## config.mk

```make
export PLATFORM = sky130hd
export DESIGN_NAME = tcp_option_puzzle_extractor
export DESIGN_NICKNAME = d
export VERILOG_FILES = /design/src/hdl/tope_pkg.sv /design/src/hdl/tope_cfg_regs.sv /design/src/hdl/tope_parser.sv /design/src/hdl/tcp_option_puzzle_extractor.sv
export SDC_FILE = /design/constraint.sdc
export NUM_CORES = 1
export LEC_CHECK = 0
export ABC_AREA = 0
export BUFFER_PORTS_ARGS = -buffer_cell sky130_fd_sc_hd__buf_2
export CAP_MARGIN = 5
export CORE_AREA = 2 2 148 150
export DETAILED_ROUTE_END_ITERATION = 16
export DIE_AREA = 0 0 150 152
export GPL_ROUTABILITY_DRIVEN = 0
export PLACE_DENSITY_LB_ADDON = 0.12
export SETUP_SLACK_MARGIN = 0.1
export SYNTH_ARGS = -nofsm -noshare
export SYNTH_HDL_FRONTEND = slang
export SYNTH_SLANG_ARGS = --single-unit
```

## constraint.sdc

```tcl
create_clock -name aclk -period 4.8 [get_ports aclk]
set_clock_uncertainty 0.15 [all_clocks]
set_input_delay 0.24 -clock aclk [delete_from_list [all_inputs] [get_ports aclk]]
set_output_delay 0.24 -clock aclk [all_outputs]
set_load 0.02 [all_outputs]
```

## src/hdl/tope_pkg.sv

```systemverilog
package tope_pkg;

    // Widths of the stream payloads, padded to whole bytes, and of the unpadded result
    localparam int S_TDATA_W = 8;
    localparam int M_TDATA_W = 80;
    localparam int RESULT_W  = 73;

    // Configuration port
    localparam int CFG_INDEX_W = 2;
    localparam int CFG_DATA_W  = 8;

    typedef logic [CFG_INDEX_W-1:0] cfg_index_t;

    localparam cfg_index_t CFG_KIND_FLAG   = 2'd0;
    localparam cfg_index_t CFG_KIND_TYPE   = 2'd1;
    localparam cfg_index_t CFG_KIND_PUZZLE = 2'd2;
    localparam cfg_index_t CFG_KIND_NONCE  = 2'd3;

    // Reset values of the kind registers
    localparam logic [7:0] KIND_FLAG_RESET   = 8'd10;
    localparam logic [7:0] KIND_TYPE_RESET   = 8'd11;
    localparam logic [7:0] KIND_PUZZLE_RESET = 8'd12;
    localparam logic [7:0] KIND_NONCE_RESET  = 8'd13;

    // Standard option kinds, the shortest legal length and the exact lengths of the recognised options
    localparam logic [7:0] OPT_END  = 8'd0;
    localparam logic [7:0] OPT_NOOP = 8'd1;
    localparam logic [7:0] LEN_MIN  = 8'd2;
    localparam logic [7:0] LEN_FLAG = 8'd2;
    localparam logic [7:0] LEN_TYPE = 8'd3;
    localparam logic [7:0] LEN_WORD = 8'd6;

    // Configured option kinds, handed from the register file to the parser
    typedef struct packed {
        logic [7:0] kind_flag;
        logic [7:0] kind_type;
        logic [7:0] kind_puzzle;
        logic [7:0] kind_nonce;
    } kinds_t;

    // One result; flag_seen sits in the lowest bit
    typedef struct packed {
        logic [31:0] nonce_value;
        logic [31:0] puzzle_value;
        logic [7:0]  type_byte;
        logic        flag_seen;
    } result_t;

    // Parser phase, one-hot
    typedef enum logic [3:0] {
        PH_KIND  = 4'b0001,
        PH_LEN   = 4'b0010,
        PH_VALUE = 4'b0100,
        PH_STOP  = 4'b1000
    } phase_t;

endpackage

```

## src/hdl/tope_cfg_regs.sv

```systemverilog
module tope_cfg_regs (
    input  logic                          aclk,
    input  logic                          aresetn,
    input  logic                          cfg_we,
    input  tope_pkg::cfg_index_t          cfg_index,
    input  logic [tope_pkg::CFG_DATA_W-1:0] cfg_wdata,
    output tope_pkg::kinds_t              kinds
);
    import tope_pkg::*;

    kinds_t kinds_reg;
    kinds_t kinds_next;

    // Decode the register index of a write
    always_comb begin
        kinds_next = kinds_reg;
        if (cfg_we) begin
            case (cfg_index)
                CFG_KIND_FLAG:   kinds_next.kind_flag   = cfg_wdata;
                CFG_KIND_TYPE:   kinds_next.kind_type   = cfg_wdata;
                CFG_KIND_PUZZLE: kinds_next.kind_puzzle = cfg_wdata;
                CFG_KIND_NONCE:  kinds_next.kind_nonce  = cfg_wdata;
                default:         kinds_next = kinds_reg;
            endcase
        end
    end

    always_ff @(posedge aclk) begin
        if (!aresetn) begin
            kinds_reg.kind_flag   <= KIND_FLAG_RESET;
            kinds_reg.kind_type   <= KIND_TYPE_RESET;
            kinds_reg.kind_puzzle <= KIND_PUZZLE_RESET;
            kinds_reg.kind_nonce  <= KIND_NONCE_RESET;
        end else begin
            kinds_reg <= kinds_next;
        end
    end

    assign kinds = kinds_reg;

endmodule

```

## src/hdl/tope_parser.sv

```systemverilog
module tope_parser (
    input  logic              aclk,
    input  logic              aresetn,
    input  logic              step,
    input  logic [7:0]        opt_byte,
    input  logic              last,
    input  logic              empty_req,
    input  tope_pkg::kinds_t  kinds,
    output logic              result_valid,
    output tope_pkg::result_t result
);
    import tope_pkg::*;

    phase_t      phase_reg,  phase_next;
    logic [7:0]  kind_reg,   kind_next;
    logic [7:0]  size_reg,   size_next;
    logic [7:0]  left_reg,   left_next;
    logic [31:0] shift_reg,  shift_next;
    logic        flag_reg,   flag_next;
    logic [7:0]  type_reg,   type_next;
    logic [31:0] puzzle_reg, puzzle_next;
    logic [31:0] nonce_reg,  nonce_next;

    logic        commit;
    logic [7:0]  commit_size;
    logic [31:0] commit_shift;

    // Walk one byte of the option area and update the collected values
    always_comb begin
        phase_next   = phase_reg;
        kind_next    = kind_reg;
        size_next    = size_reg;
        left_next    = left_reg;
        shift_next   = shift_reg;
        commit       = 1'b0;
        commit_size  = size_reg;
        commit_shift = shift_reg;

        case (phase_reg)
            PH_KIND: begin
                if (opt_byte == OPT_END) begin
                    phase_next = PH_STOP;
                end else if (opt_byte == OPT_NOOP) begin
                    phase_next = PH_KIND;
                end else if (last) begin
                    // The length byte would be missing
                    phase_next = PH_STOP;
                end else begin
                    kind_next  = opt_byte;
                    phase_next = PH_LEN;
                end
            end
            PH_LEN: begin
                if (opt_byte < LEN_MIN) begin
                    phase_next = PH_STOP;
                end else begin
                    size_next    = opt_byte;
                    left_next    = opt_byte - LEN_MIN;
                    shift_next   = '0;
                    commit_size  = opt_byte;
                    commit_shift = '0;
                    if (opt_byte == LEN_MIN) begin
                        commit     = 1'b1;
                        phase_next = PH_KIND;
                    end else begin
                        phase_next = PH_VALUE;
                    end
                end
            end
            PH_VALUE: begin
                shift_next   = {shift_reg[23:0], opt_byte};
                left_next    = left_reg - 8'd1;
                commit_shift = {shift_reg[23:0], opt_byte};
                if (left_reg == 8'd1) begin
                    commit     = 1'b1;
                    phase_next = PH_KIND;
                end
            end
            default: phase_next = phase_reg;
        endcase
    end

    // Take a completed option when its kind is known and its length exact
    always_comb begin
        flag_next   = flag_reg;
        type_next   = type_reg;
        puzzle_next = puzzle_reg;
        nonce_next  = nonce_reg;
        if (commit) begin
            if (kind_reg == kinds.kind_flag) begin
                if (commit_size == LEN_FLAG) flag_next = 1'b1;
            end else if (kind_reg == kinds.kind_type) begin
                if (commit_size == LEN_TYPE) type_next = commit_shift[7:0];
            end else if (kind_reg == kinds.kind_puzzle) begin
                if (commit_size == LEN_WORD) puzzle_next = commit_shift;
            end else if (kind_reg == kinds.kind_nonce) begin
                if (commit_size == LEN_WORD) nonce_next = commit_shift;
            end
        end
    end

    // An empty request reports what was found so far; a last byte reports after it
    always_comb begin
        result_valid = last || empty_req;
        if (empty_req) begin
            result.flag_seen    = flag_reg;
            result.type_byte    = type_reg;
            result.puzzle_value = puzzle_reg;
            result.nonce_value  = nonce_reg;
        end else begin
            result.flag_seen    = flag_next;
            result.type_byte    = type_next;
            result.puzzle_value = puzzle_next;
            result.nonce_value  = nonce_next;
        end
    end

    // Packet state; cleared after every result
    always_ff @(posedge aclk) begin
        if (!aresetn) begin
            phase_reg  <= PH_KIND;
            kind_reg   <= '0;
            size_reg   <= '0;
            left_reg   <= '0;
            shift_reg  <= '0;
            flag_reg   <= 1'b0;
            type_reg   <= '0;
            puzzle_reg <= '0;
            nonce_reg  <= '0;
        end else if (step) begin
            if (result_valid) begin
                phase_reg  <= PH_KIND;
                kind_reg   <= '0;
                size_reg   <= '0;
                left_reg   <= '0;
                shift_reg  <= '0;
                flag_reg   <= 1'b0;
                type_reg   <= '0;
                puzzle_reg <= '0;
                nonce_reg  <= '0;
            end else begin
                phase_reg  <= phase_next;
                kind_reg   <= kind_next;
                size_reg   <= size_next;
                left_reg   <= left_next;
                shift_reg  <= shift_next;
                flag_reg   <= flag_next;
                type_reg   <= type_next;
                puzzle_reg <= puzzle_next;
                nonce_reg  <= nonce_next;
            end
        end
    end

endmodule

```

## src/hdl/tcp_option_puzzle_extractor.sv

```systemverilog
// Channel   Direction  Contents
// s_        in         one option byte per request; tlast ends the area, tuser = empty
// m_        out        one result per option area
// cfg_      in         writes of the four option kind registers
//
// A new request can be taken every cycle while m_ is not stalled: the byte is
// registered, parsed by the short logic of the parser and the result registered,
// so a result reaches m_ through the input and result registers.
// Reset (aresetn low, synchronous) clears the parser, both stages and loads
// the default kind numbers 10 to 13.
// A stalled result holds the input stage; once the input register is full as
// well, s_tready follows m_tready.
module tcp_option_puzzle_extractor (
    input  logic                               aclk,
    input  logic                               aresetn,
    // opt_byte [7:0]
    input  logic [tope_pkg::S_TDATA_W-1:0]     s_tdata,
    input  logic                               s_tlast,
    // empty_req [0]
    input  logic                               s_tuser,
    input  logic                               s_tvalid,
    output logic                               s_tready,
    // flag_seen [0], type_byte [8:1], puzzle_value [40:9],
    // nonce_value [72:41], zeros [79:73]
    output logic [tope_pkg::M_TDATA_W-1:0]     m_tdata,
    output logic                               m_tvalid,
    input  logic                               m_tready,
    input  logic                               cfg_we,
    input  tope_pkg::cfg_index_t               cfg_index,
    input  logic [tope_pkg::CFG_DATA_W-1:0]    cfg_wdata
);
    import tope_pkg::*;

    kinds_t     kinds;
    logic       in_valid_reg;
    logic [7:0] in_byte_reg;
    logic       in_last_reg;
    logic       in_empty_reg;
    logic       out_valid_reg;
    result_t    out_data_reg;
    logic       advance;
    logic       result_valid;
    result_t    result;

    tope_cfg_regs u_cfg (
        .aclk      (aclk),
        .aresetn   (aresetn),
        .cfg_we    (cfg_we),
        .cfg_index (cfg_index),
        .cfg_wdata (cfg_wdata),
        .kinds     (kinds)
    );

    // The registered byte moves on when the result stage has room
    assign advance  = in_valid_reg && (!out_valid_reg || m_tready);
    assign s_tready = !in_valid_reg || advance;

    // Input stage
    always_ff @(posedge aclk) begin
        if (!aresetn) begin
            in_valid_reg <= 1'b0;
        end else if (s_tready) begin
            in_valid_reg <= s_tvalid;
        end
    end

    always_ff @(posedge aclk) begin
        if (s_tvalid && s_tready) begin
            in_byte_reg  <= s_tdata[7:0];
            in_last_reg  <= s_tlast;
            in_empty_reg <= s_tuser;
        end
    end

    tope_parser u_parser (
        .aclk         (aclk),
        .aresetn      (aresetn),
        .step         (advance),
        .opt_byte     (in_byte_reg),
        .last         (in_last_reg),
        .empty_req    (in_empty_reg),
        .kinds        (kinds),
        .result_valid (result_valid),
        .result       (result)
    );

    // Result stage
    always_ff @(posedge aclk) begin
        if (!aresetn) begin
            out_valid_reg <= 1'b0;
        end else if (!out_valid_reg || m_tready) begin
            out_valid_reg <= advance && result_valid;
        end
    end

    always_ff @(posedge aclk) begin
        if (advance && result_valid) begin
            out_data_reg <= result;
        end
    end

    assign m_tvalid = out_valid_reg;
    assign m_tdata  = {{(M_TDATA_W - RESULT_W){1'b0}}, out_data_reg};

endmodule

```

==> key figures, run 1 <==
GRT
  • Total GRT Usage: 21.4%
  • Number of global-route vias before repair: ~7.4k
  • Number of antenna violations at the first check in global routing: 0
  • Overall overflow remaining after global route: 0
  • Wire length of the first global-routing pass: approximately 40000 um
  • Largest net degree at the start of global routing: 53

Synthesis
  • Number of synthesized register bits: 250
  • Syn. warnings: 0
  • Multiplexer share of the synthesized area: around 9.6%
  • Post-synth EDFFs: between 80 and 90
  • Parity-gate share of the synthesized area counting xor and xnor cells: around 3.5%
  • Fraction of the mapped netlist area in simple logic gates: between 10% and 20%
  • Post-Synthesis Mean Instance Area: ~11 um^2
  • Synthesized area: between 10000 and 15000 um^2
  • Post-synth cell types: 53
  • Async set or reset register ratio after synthesis: 0%
  • Post-Syn Instances: just under 1k
  • Complex-gate fraction of the synthesized area: 14.2%
  • Portion of the post-synthesis area used by sequential elements: ~56%
  • Most instantiated flip-flop cell in the synthesis netlist: sky130_fd_sc_hd__dfxtp_1
  • Dominant combinational cell family by area after synthesis: compound AO/OA/AOI/OAI gates
  • Arithmetic-cell share of the synthesized area counting full adders, half adders and majority gates: 0.361%

STA
  • Max Clock Freq: ~0.23 GHz
  • Setup tns final: 0 ns
  • Slew HR: between 20% and 30%
  • Final hold violation count: 0
  • Tightest Pin Transition: roughly 1.1 ns
  • Min cycle time layout: ~4.4 ns
  • Final count of negative-setup-slack endpoints: 0
  • Final Cycle Share: 91.3%
  • Max Slew Vio Count: 0
  • Setup repair after global routing missed its margin: no

Floorplanning
  • Total die area: roughly 23000 um^2
  • Core ar.: around 21000 um^2
  • Initial Util: between 40% and 50%
  • Vert. Die Dim: around 150 um
  • Die boundary width: 150 um
  • Number of cell rows: 54
  • Top Ports: between 100 and 150

Hold path
  • Cell depth of the worst hold path: 4
  • Hold WC Path Type: in2reg
  • End point of the worst hold path: u_cfg.kinds[14]
  • Critical hold path startpoint: cfg_index[0]

Placement
  • Port bufs: ~100
  • Placed wire-length estimate after detailed placement: 15600 um

Clock network
  • Clock tree root driver cell: sky130_fd_sc_hd__clkbuf_16
  • Clock latency of the later-clocked register in the worst-skew pair: between 0.5 and 0.6 ns
  • Total clock sinks: 250
  • Deepest level of the CTS H-tree: 1
  • Clock transition at the register clock pins on the worst setup and hold paths after CTS: around 0.060 ns
  • Number of gates given a new drive strength after cts: 0
  • CTS tree: built
  • Number of buffers created by CTS: 27
  • Setup bufs post-CTS: 0
  • Clock tree buffer depth: 3

Critical path
  • Endpoint of the worst-slack reg-to-reg timing path: m_tdata[38]
  • Startpoint of the most critical register-to-register path: u_parser.left_reg[2]
  • Chain of cells forming the critical path: or4_1 -> or4_4 -> or4_1 -> a221oi_2 -> nand4_1 -> or3_1 -> buf_4 -> mux2_1
  • CP endpoint kind: register
  • Arrival time at the worst endpoint: 4.50 ns
  • Most repeated library cell on the critical path: sky130_fd_sc_hd__or4_1
  • Worst-path maximum fanout: 26
  • Slowest cell on the critical path: sky130_fd_sc_hd__or4_1
  • Worst R2R Setup Slack: roughly 0.42 ns
  • Biggest cell delay along the critical path: about 0.57 ns
  • Category of the most critical setup path: reg2reg
  • Kind of start point of the critical path: register
  • Number of cell instances on the worst register-to-register path: 8
  • Critical Path RT: approximately 4.9 ns

Cells and area
  • Number of diodes: 0
  • Post-layout nets: 1097
  • Total of fill cells in the finished design: between 1.5k and 2k
  • Area of combinational cells with multiple inputs: approximately 4300 um^2
  • FF/Latch Area: between 5000 and 6000 um^2
  • Max reg flops: 73
  • Synthesis-to-layout area growth: 17.5%
  • Share of post-route cells with drive strength above 1: approximately a fifth

Route
  • Total number of vias: approximately 7.6k
  • Number of design-rule violations left by the first detailed-router iteration: 601
  • Number of vias per cell: ~5.5
  • Post-route DRC: 0
  • Number of antenna-violating nets in the routed design: 0
  • Total wirelength of the detailed-routed design: between 20000 and 25000 um
  • Average wire length per cell after detail routing: around 18 um
  • Pre-Repair DR Iteration Count: 7

Flow run
  • Maximum capacitance violations: 0

Power and ir drop
  • Total leakage power: 4.82 nW
  • Power Dens Cells: about 360 nW/um^2
  • VDD IR max: 245 uV
  • Total design power: 0.00442 W

Outcome
  • Status: finished clean
[layout by cell type, fill, tap and decap left out, types with 20 or more instances in the layout]
cell                            synthesis  final
sky130_fd_sc_hd__dfxtp_1              167    167
sky130_fd_sc_hd__nand2_1              124    124
sky130_fd_sc_hd__buf_2                  8     99
sky130_fd_sc_hd__edfxtp_1              83     83
sky130_fd_sc_hd__nor2_1                82     81
sky130_fd_sc_hd__a22o_1                65     65
sky130_fd_sc_hd__a22oi_1               50     50
sky130_fd_sc_hd__mux2_1                41     41
sky130_fd_sc_hd__mux2_2                31     31
sky130_fd_sc_hd__o21ai_0               27     27
sky130_fd_sc_hd__clkbuf_16              0     27
sky130_fd_sc_hd__a21oi_1               27     26
sky130_fd_sc_hd__dlygate4sd3_1          0     24
sky130_fd_sc_hd__xnor2_1               21     21
sky130_fd_sc_hd__buf_4                  7     21
sky130_fd_sc_hd__xor2_1                20     20
[critical path: cells and delay by family (launching register included)]
kind                   cells  cell delay [ns]
AO/OA/AOI/OAI              1             0.45
flip-flops                 1             0.34
buffers and inverters      1             0.34
multiplexers               1             0.37
AND/OR/NAND/NOR            5             2.46
[synth_stat cells, drive strengths merged (3+ instances only)]
| cell type | instances | area [um^2] |
|---|---|---|
| nand2b | 4 | 25.0 |
| xor2 | 20 | 175 |
| nand3b | 11 | 82.6 |
| dfxtp | 167 | 3340 |
| nor2 | 82 | 308 |
| mux2 | 72 | 811 |
| a31oi | 9 | 56.3 |
| nand4 | 7 | 43.8 |
| xnor2 | 21 | 184 |
| a21oi | 27 | 135 |
| clkbuf | 60 | 225 |
| o211ai | 3 | 22.5 |
| edfxtp | 83 | 2490 |
| nor4 | 9 | 56.3 |
| or3 | 6 | 37.5 |
| or4 | 4 | 33.8 |
| buf | 19 | 130 |
| inv | 8 | 30.0 |
| nand2 | 124 | 465 |
| a22oi | 50 | 375 |
| ha | 3 | 37.5 |
| nand3 | 18 | 90.1 |
| o31ai | 3 | 22.5 |
| o221a | 3 | 33.8 |
| mux2i | 19 | 190 |
| o21ai | 38 | 190 |
| nor3 | 10 | 55.1 |
| nor4b | 4 | 35.0 |
| a22o | 65 | 569 |
[what timing repair did]
| action | CTS | global route |
|---|---|---|
| setup endpoints to repair | 0 | 0 |
| endpoints found under the hold margin | 45 | 0 |
| hold buffers | 24 | 0 |
[report_power, final]
group	internal, W	switching (W)
registers	0.00221	0.0000268
clock network	0.00116	0.000815
logic	0.0000679	0.000138
[metal layers]
layer / share of wire [%] / global-route usage (%) / vias to the layer above
met5: 0 / 0 / -
met4: 1.4 / 4.45 / 0
met3: 4.5 / 2.97 / 30
met2: 48 / 34.9 / 185
met1: 46 / 30.6 / 3681
li1: - / - / 3700
[stage by stage]
stage                     std cells  hold WS (ns)  setup WS [ns]  util, %  instance area (um^2)
after floorplan                 974         0.189           1.03        -                 10400
after global placement         1296         0.267          0.525     52.2                 11100
after detailed placement       1296         0.269          0.423     52.2                 11100
after CTS                      1370       0.00923          0.409     57.3                 12200
after global routing           1370        0.0485          0.217     57.3                 12200
final                          1370        0.0418          0.416     57.3                 12200
[worst max-delay path by stage]
stage / from / depth (start not counted) / endpoint / slack [ns]
after floorplan: u_parser.phase_reg[3] / 10 / m_tdata[11] / 1.03
after global placement: u_parser.left_reg[2] / 8 / m_tdata[14] / 0.53
after detailed placement: u_parser.left_reg[2] / 8 / m_tdata[35] / 0.42
after CTS: u_parser.left_reg[2] / 8 / m_tdata[38] / 0.41
after global routing: u_parser.left_reg[2] / 8 / m_tdata[38] / 0.22
final: u_parser.left_reg[2] / 8 / m_tdata[38] / 0.42
[cell type report]
cell class,count,area share (%)
sequential,250,47.7
multi-input combinational,637,34.8
timing repair buffer,145,7.47
clock buffer,37,5.91
tap,280,2.86
clock inverter,13,0.962
inverter,8,0.246
[kinds of logic (layout without fill, tap and decap cells)]
family / Yosys count / in the layout
DFF: 250 / 250
and+or+nand+nor: 289 / 289
other: 1 / 7
muxes: 91 / 91
xor gates and xnor gates: 41 / 41
AOI/OAI and AO/OA: 206 / 206
adders and majority gates: 3 / 3
buffers and inverters: 87 / 203
Note: power is estimated with default switching activity, not from simulation.
==> run 2, diff against run 1 <==
==> constraint.sdc (replaced) <==
create_clock -name aclk -period 5.3 [get_ports aclk]
set_clock_uncertainty 0.15 [all_clocks]
set_input_delay 0.265 -clock aclk [delete_from_list [all_inputs] [get_ports aclk]]
set_output_delay 0.265 -clock aclk [all_outputs]
set_load 0.02 [all_outputs]
==> run 2 against run 1 <==
Compared with the run above: power decreased by 9.0%; clock power decreased by 9%; hold slack got worse by 0.014 ns; global-route usage increased by 0.43 points; fmax decreased by 0.40%; sequential power decreased by 9.4%; register-to-register slack improved by 0.48 ns; sequential share of layout area increased by 0.25 points; largest power group unchanged.
==> key figures, run 2 (synthesized netlist as in run 1, its figures left out) <==
Route
  • Number of antenna-violating nets in the routed design: 0 (unchanged)
  • Total wirelength of the detailed-routed design: 24900 um (was 24600 um)
  • Pre-Repair DR Iteration Count: 5 (was 7)
  • Total number of vias: 7582 (was 7596)
  • Average wire length per cell after detail routing: 18.3 um (was 18.0 um)
  • Number of design-rule violations left by the first detailed-router iteration: 537 (was 601)
  • Post-route DRC: 0 (unchanged)
  • Number of vias per cell: 5.57 (was 5.54)

Placement
  • Port bufs: 99 (unchanged)
  • Post-Place Setup Slack: 0.898 ns (was 0.423 ns)
  • Area post-placement: 11100 um^2 (about the same)
  • Placed wire-length estimate after detailed placement: 15200 um (was 15600 um)

Flow run
  • Maximum capacitance violations: 0 (unchanged)

STA
  • Slew HR: 21.8% (was 28.8%)
  • Min cycle time layout: 4.40 ns (was 4.38 ns)
  • Worst setup slack after layout: 0.898 ns (was 0.416 ns)
  • Final count of negative-setup-slack endpoints: 0 (unchanged)
  • Tightest Pin Transition: 1.16 ns (was 1.06 ns)
  • Final hold violation count: 0 (unchanged)
  • Final Cycle Share: 83.1% (was 91.3%)
  • Setup repair after global routing missed its margin: no (unchanged)
  • Max Slew Vio Count: 0 (unchanged)
  • Max Clock Freq: 0.227 GHz (was 0.228 GHz)
  • Setup tns final: 0 ns (unchanged)

Cells and area
  • Most common cell after layout, fill and taps aside: sky130_fd_sc_hd__dfxtp_1 (unchanged)
  • Final cell area excluding filler cells: 12200 um^2 (about the same)
  • Top library cells by usage in the layout, fill and taps aside: 167 x sky130_fd_sc_hd__dfxtp_1, 124 x sky130_fd_sc_hd__nand2_1, 99 x sky130_fd_sc_hd__buf_2, 83 x sky130_fd_sc_hd__edfxtp_1, 81 x sky130_fd_sc_hd__nor2_1 (unchanged)
  • Max reg flops: 73 (unchanged)
  • Post-layout nets: 1089 (was 1097)
  • Share of post-route cells with drive strength above 1: 18.7% (was 18.8%)
  • Number of diodes: 0 (unchanged)
  • Post-route core utilization: 57.0% (was 57.3%)
  • Synthesis-to-layout area growth: 16.9% (was 17.5%)

Clock network
  • Clock transition at the register clock pins on the worst setup and hold paths after CTS: 0.06 ns (about the same)
  • Number of gates given a new drive strength after cts: 0 (unchanged)
  • Number of buffers created by CTS: 27 (unchanged)
  • Deepest level of the CTS H-tree: 1 (unchanged)
  • Clock tree root driver cell: sky130_fd_sc_hd__clkbuf_16 (unchanged)
  • Clock latency of the later-clocked register in the worst-skew pair: 0.55 ns (was 0.53 ns)
  • Total clock sinks: 250 (unchanged)
  • Clock tree buffer depth: 3 (unchanged)
  • CTS tree: built (unchanged)

Power and ir drop
  • Total leakage power: 4.79 nW (was 4.82 nW)
  • VDD IR max: 302 uV (was 245 uV)
  • Power Dens Cells: 331 nW/um^2 (was 361 nW/um^2)

Critical path
  • Endpoint of the worst-slack reg-to-reg timing path: m_tdata[12] (was m_tdata[38])
  • CP endpoint kind: register (unchanged)
  • Critical Path RT: 5.44 ns (was 4.91 ns)
  • Worst-path maximum fanout: 26 (unchanged)
  • Worst R2R Setup Slack: 0.90 ns (was 0.42 ns)
  • Category of the most critical setup path: reg2reg (unchanged)
  • Arrival time at the worst endpoint: 4.54 ns (was 4.50 ns)
  • Startpoint of the most critical register-to-register path: u_parser.phase_reg[3] (was u_parser.left_reg[2])
  • Kind of start point of the critical path: register (unchanged)
  • Number of cell instances on the worst register-to-register path: 8 (unchanged)

GRT
  • Largest net degree at the start of global routing: 80 (was 53)
  • Total GRT Usage: 21.9% (was 21.4%)
  • Number of global-route vias before repair: 7484 (was 7414)
  • Overall overflow remaining after global route: 0 (unchanged)
  • Number of antenna violations at the first check in global routing: 0 (unchanged)
  • Wire length of the first global-routing pass: 40300 um (was 39900 um)

Hold path
  • Cell depth of the worst hold path: 4 (unchanged)
  • Hold WC Path Type: in2reg (unchanged)
  • Critical hold path startpoint: cfg_index[0] (unchanged)
  • End point of the worst hold path: u_cfg.kinds[13] (was u_cfg.kinds[14])

Floorplanning
  • Vert. Die Dim: 152 um (unchanged)
  • Core ar.: 21400 um^2 (unchanged)
  • Initial Util: 48.7% (unchanged)
  • Die boundary width: 150 um (unchanged)
  • Top Ports: 107 (unchanged)
  • Number of cell rows: 54 (unchanged)
  • Total die area: 22800 um^2 (unchanged)

Outcome
  • Status: finished clean (unchanged)
run 2: cell types whose count changed in the layout (fill, tap and decap cells not counted), moves of 2 or more:
cell,delta
sky130_fd_sc_hd__clkbuf_1,+2
sky130_fd_sc_hd__clkinv_2,+3
sky130_fd_sc_hd__clkinv_1,-6
sky130_fd_sc_hd__inv_6,-2
sky130_fd_sc_hd__buf_4,-6
sky130_fd_sc_hd__clkbuf_8,+3
run 2: worst max-delay path, stage by stage, from the launching register on:
cell,delay (ns)
sky130_fd_sc_hd__dfxtp_1,0.36
sky130_fd_sc_hd__or4b_1,0.58
sky130_fd_sc_hd__or4_4,0.52
sky130_fd_sc_hd__or4_1,0.45
sky130_fd_sc_hd__a221oi_2,0.44
sky130_fd_sc_hd__nand4_1,0.33
sky130_fd_sc_hd__or3_1,0.60
sky130_fd_sc_hd__buf_4,0.34
sky130_fd_sc_hd__mux2_1,0.35
run 2: final cells by class:
cell class | instances | area [um^2]
clock inverter | 8 | 81.3
tap | 280 | 350
inverter | 8 | 30.0
clock buffer | 42 | 772
timing repair buffer | 137 | 838
sequential | 250 | 5840
multi-input combinational | 637 | 4260
fill | 1934 | 9180
run 2: routing by layer:
layer,GRT usage [%],share of wire [%],up-vias,wire length [um]
met5,0,0,-,0
met4,5.97,2.7,0,662
met3,2.73,3.6,42,893
met2,36.3,48,173,11900
met1,30.2,46,3687,11400
li1,-,-,3680,-
run 2: where the power goes:
group	switching [W]	total (W)	internal, W
clock network	0.000759	0.00181	0.00105
registers	0.0000257	0.00203	0.00200
logic	0.000123	0.000182	0.0000595
run 2: how the worst max path moves through the flow:
stage | from | to | cells after the start
global route | u_parser.left_reg[2] | m_tdata[14] | 8
global placement | u_parser.left_reg[2] | m_tdata[14] | 8
floorplan | u_parser.phase_reg[3] | m_tdata[11] | 10
CTS | u_parser.phase_reg[3] | m_tdata[12] | 8
detailed placement | u_parser.phase_reg[3] | m_tdata[33] | 8
finish | u_parser.phase_reg[3] | m_tdata[12] | 8
run 2: through the flow:
stage	power [W]	std cells	hold slack [ns]
floorplan	0.00218	974	0.214
global placement	0.00224	1289	0.292
detailed placement	0.00224	1289	0.293
CTS	0.00406	1362	0.0174
global route	0.00415	1362	0.0614
finish	0.00403	1362	0.0281
run 2: what timing repair did:
item / in CTS / in global routing
hold endpoints to repair: 45 / 0
hold buffers: 23 / 0
buffers inserted: 0 / 0
==> run 3, diff against run 2 <==
==> constraint.sdc (replaced) <==
create_clock -name aclk -period 4.25 [get_ports aclk]
set_clock_uncertainty 0.15 [all_clocks]
set_input_delay 0.2125 -clock aclk [delete_from_list [all_inputs] [get_ports aclk]]
set_output_delay 0.2125 -clock aclk [all_outputs]
set_load 0.02 [all_outputs]
==> run 3 against run 2 <==
Compared with the run above: register-to-register slack worse by 0.53 ns; fmax up 13%; sequential cell count unchanged; combinational power up 29%; clock power up 27%; final cell count up 1.3%; non-clock buffer count up 16; sequential power up 25%; largest power group unchanged.
==> key figures, run 3 (synthesized netlist as in run 1, its figures left out) <==
Outcome
  • Status: finished clean (unchanged)

Critical path
  • Critical Path RT: 4.38 ns (was 5.44 ns)
  • CP endpoint kind: register (unchanged)
  • Kind of start point of the critical path: register (unchanged)
  • Category of the most critical setup path: reg2reg (unchanged)
  • Worst-path maximum fanout: 21 (was 26)
  • Arrival time at the worst endpoint: 4.01 ns (was 4.54 ns)

Floorplanning
  • Die boundary width: 150 um (unchanged)
  • Vert. Die Dim: 152 um (unchanged)
  • Total die area: 22800 um^2 (unchanged)
  • Top Ports: 107 (unchanged)
  • Initial Util: 48.7% (unchanged)
  • Number of cell rows: 54 (unchanged)
  • Core ar.: 21400 um^2 (unchanged)

Clock network
  • Clock transition at the register clock pins on the worst setup and hold paths after CTS: 0.06 ns (about the same)
  • Deepest level of the CTS H-tree: 1 (unchanged)
  • Number of buffers created by CTS: 28 (was 27)
  • Total clock sinks: 250 (unchanged)
  • CTS tree: built (unchanged)
  • Clock tree buffer depth: 3 (unchanged)
  • Clock tree root driver cell: sky130_fd_sc_hd__clkbuf_16 (unchanged)
  • Setup bufs post-CTS: 0 (unchanged)
  • Clock latency of the later-clocked register in the worst-skew pair: 0.53 ns (was 0.55 ns)

STA
  • Worst setup slack after layout: 0.367 ns (was 0.898 ns)
  • Min cycle time layout: 3.88 ns (was 4.40 ns)
  • Setup tns final: 0 ns (unchanged)
  • Max Clock Freq: 0.258 GHz (was 0.227 GHz)
  • Final Cycle Share: 91.4% (was 83.1%)
  • Setup repair after global routing missed its margin: no (unchanged)
  • Slew HR: 39.7% (was 21.8%)
  • Final hold violation count: 0 (unchanged)
  • Hold slack final: 0.0489 ns (was 0.0281 ns)
  • Max Slew Vio Count: 0 (unchanged)
  • Tightest Pin Transition: 0.903 ns (was 1.16 ns)
  • Final count of negative-setup-slack endpoints: 0 (unchanged)

GRT
  • Wire length of the first global-routing pass: 40900 um (was 40300 um)
  • Number of global-route vias before repair: 7553 (was 7484)
  • Overall overflow remaining after global route: 0 (unchanged)
  • Number of antenna violations at the first check in global routing: 0 (unchanged)
  • Largest net degree at the start of global routing: 74 (was 80)
  • Total GRT Usage: 22.3% (was 21.9%)

Cells and area
  • Post-route core utilization: 57.8% (was 57.0%)
  • Top library cells by usage in the layout, fill and taps aside: 167 x sky130_fd_sc_hd__dfxtp_1, 124 x sky130_fd_sc_hd__nand2_1, 99 x sky130_fd_sc_hd__buf_2, 83 x sky130_fd_sc_hd__edfxtp_1, 81 x sky130_fd_sc_hd__nor2_1 (unchanged)
  • Share of post-route cells with drive strength above 1: 19.8% (was 18.7%)
  • Most common cell after layout, fill and taps aside: sky130_fd_sc_hd__dfxtp_1 (unchanged)
  • Number of diodes: 0 (unchanged)
  • Synthesis-to-layout area growth: 18.6% (was 16.9%)
  • Post-layout nets: 1106 (was 1089)
  • Max reg flops: 73 (unchanged)

Placement
  • Placed wire-length estimate after detailed placement: 15800 um (was 15200 um)
  • Port bufs: 99 (unchanged)
  • Post-Place Setup Slack: 0.390 ns (was 0.898 ns)

Power and ir drop
  • Switching portion of total power: 22.2% (was 22.6%)
  • Total leakage power: 4.88 nW (was 4.79 nW)
  • Combinational power share: 4.6% (was 4.5%)
  • Net switching power figure: 0.00113 W (was 0.000908 W)
  • VDD IR max: 281 uV (was 302 uV)
  • Internal power summed over all cells: 0.00394 W (was 0.00312 W)
  • Power Dens Cells: 410 nW/um^2 (was 331 nW/um^2)
  • Part of the power in registers: 50.0% (was 50.4%)
  • Part of the total power dissipated in the clock network: 45.3% (was 45.0%)

Flow run
  • Maximum capacitance violations: 0 (unchanged)

Route
  • Total number of vias: 7622 (was 7582)
  • Number of vias per cell: 5.52 (was 5.57)
  • Pre-Repair DR Iteration Count: 5 (unchanged)
  • Number of antenna-violating nets in the routed design: 0 (unchanged)
  • Average wire length per cell after detail routing: 18.2 um (was 18.3 um)
  • Total wirelength of the detailed-routed design: 25100 um (was 24900 um)
  • Post-route DRC: 0 (unchanged)
  • Number of design-rule violations left by the first detailed-router iteration: 515 (was 537)

Hold path
  • Hold WC Path Type: in2reg (unchanged)
[run 3: layout make-up]
type,count,area (um^2)
fill,1890,9010
sequential,250,5840
multi-input combinational,637,4250
timing repair buffer,153,993
clock buffer,39,793
tap,280,350
clock inverter,13,90.1
inverter,8,30.0
[run 3: final timing paths]
check                       start               to  slack [ns]  cells past startpoint
max          u_parser.left_reg[2]      m_tdata[16]        0.37                      8
min                  cfg_index[1]  u_cfg.kinds[13]        0.05                      5
max reg2reg  u_parser.left_reg[2]      m_tdata[16]        0.37                      8
min reg2reg       u_cfg.kinds[13]  u_cfg.kinds[13]        0.32                      2
[run 3: power by group through the flow]
| stage | Clock [W] | Sequential, W | Combinational, W |
|---|---|---|---|
| 6_report | 0.00230 | 0.00253 | 0.000234 |
| 5_1_grt | 0.00243 | 0.00254 | 0.000256 |
| 4_1_cts | 0.00234 | 0.00253 | 0.000235 |
| 3_5_place_dp | 0 | 0.00258 | 0.000216 |
| 3_3_place_gp | 0 | 0.00258 | 0.000215 |
| 2_1_floorplan | 0 | 0.00259 | 0.000135 |
[run 3: what timing repair did]
item	4_1_cts	5_1_grt
gates resized for setup	0	0
hold buffers	27	0
endpoints found under the hold margin	48	0
[run 3: layer usage]
metal	vias up	GRT usage [%]	wire (um)	share of wire (%)
met5	-	0	0	0
met4	0	4.99	445	1.8
met3	34	2.85	1110	4.4
met2	201	36.5	11900	47
met1	3672	31.6	11700	46
li1	3715	-	-	-
[run 3: stage by stage]
step | std cells | cell area, um^2 | power, W
2_1_floorplan | 974 | 10400 | 0.00272
3_3_place_gp | 1301 | 11200 | 0.00280
3_5_place_dp | 1301 | 11200 | 0.00280
4_1_cts | 1380 | 12300 | 0.00510
5_1_grt | 1380 | 12300 | 0.00522
6_report | 1380 | 12300 | 0.00506
[run 3: critical path, stage by stage (launching register included)]
cell                       delay, ns
sky130_fd_sc_hd__dfxtp_1        0.33
sky130_fd_sc_hd__or4_1          0.56
sky130_fd_sc_hd__or4_4          0.55
sky130_fd_sc_hd__or4_1          0.45
sky130_fd_sc_hd__a221oi_2       0.43
sky130_fd_sc_hd__nand4_1        0.17
sky130_fd_sc_hd__or3_1          0.37
sky130_fd_sc_hd__buf_4          0.25
sky130_fd_sc_hd__mux2_1         0.35
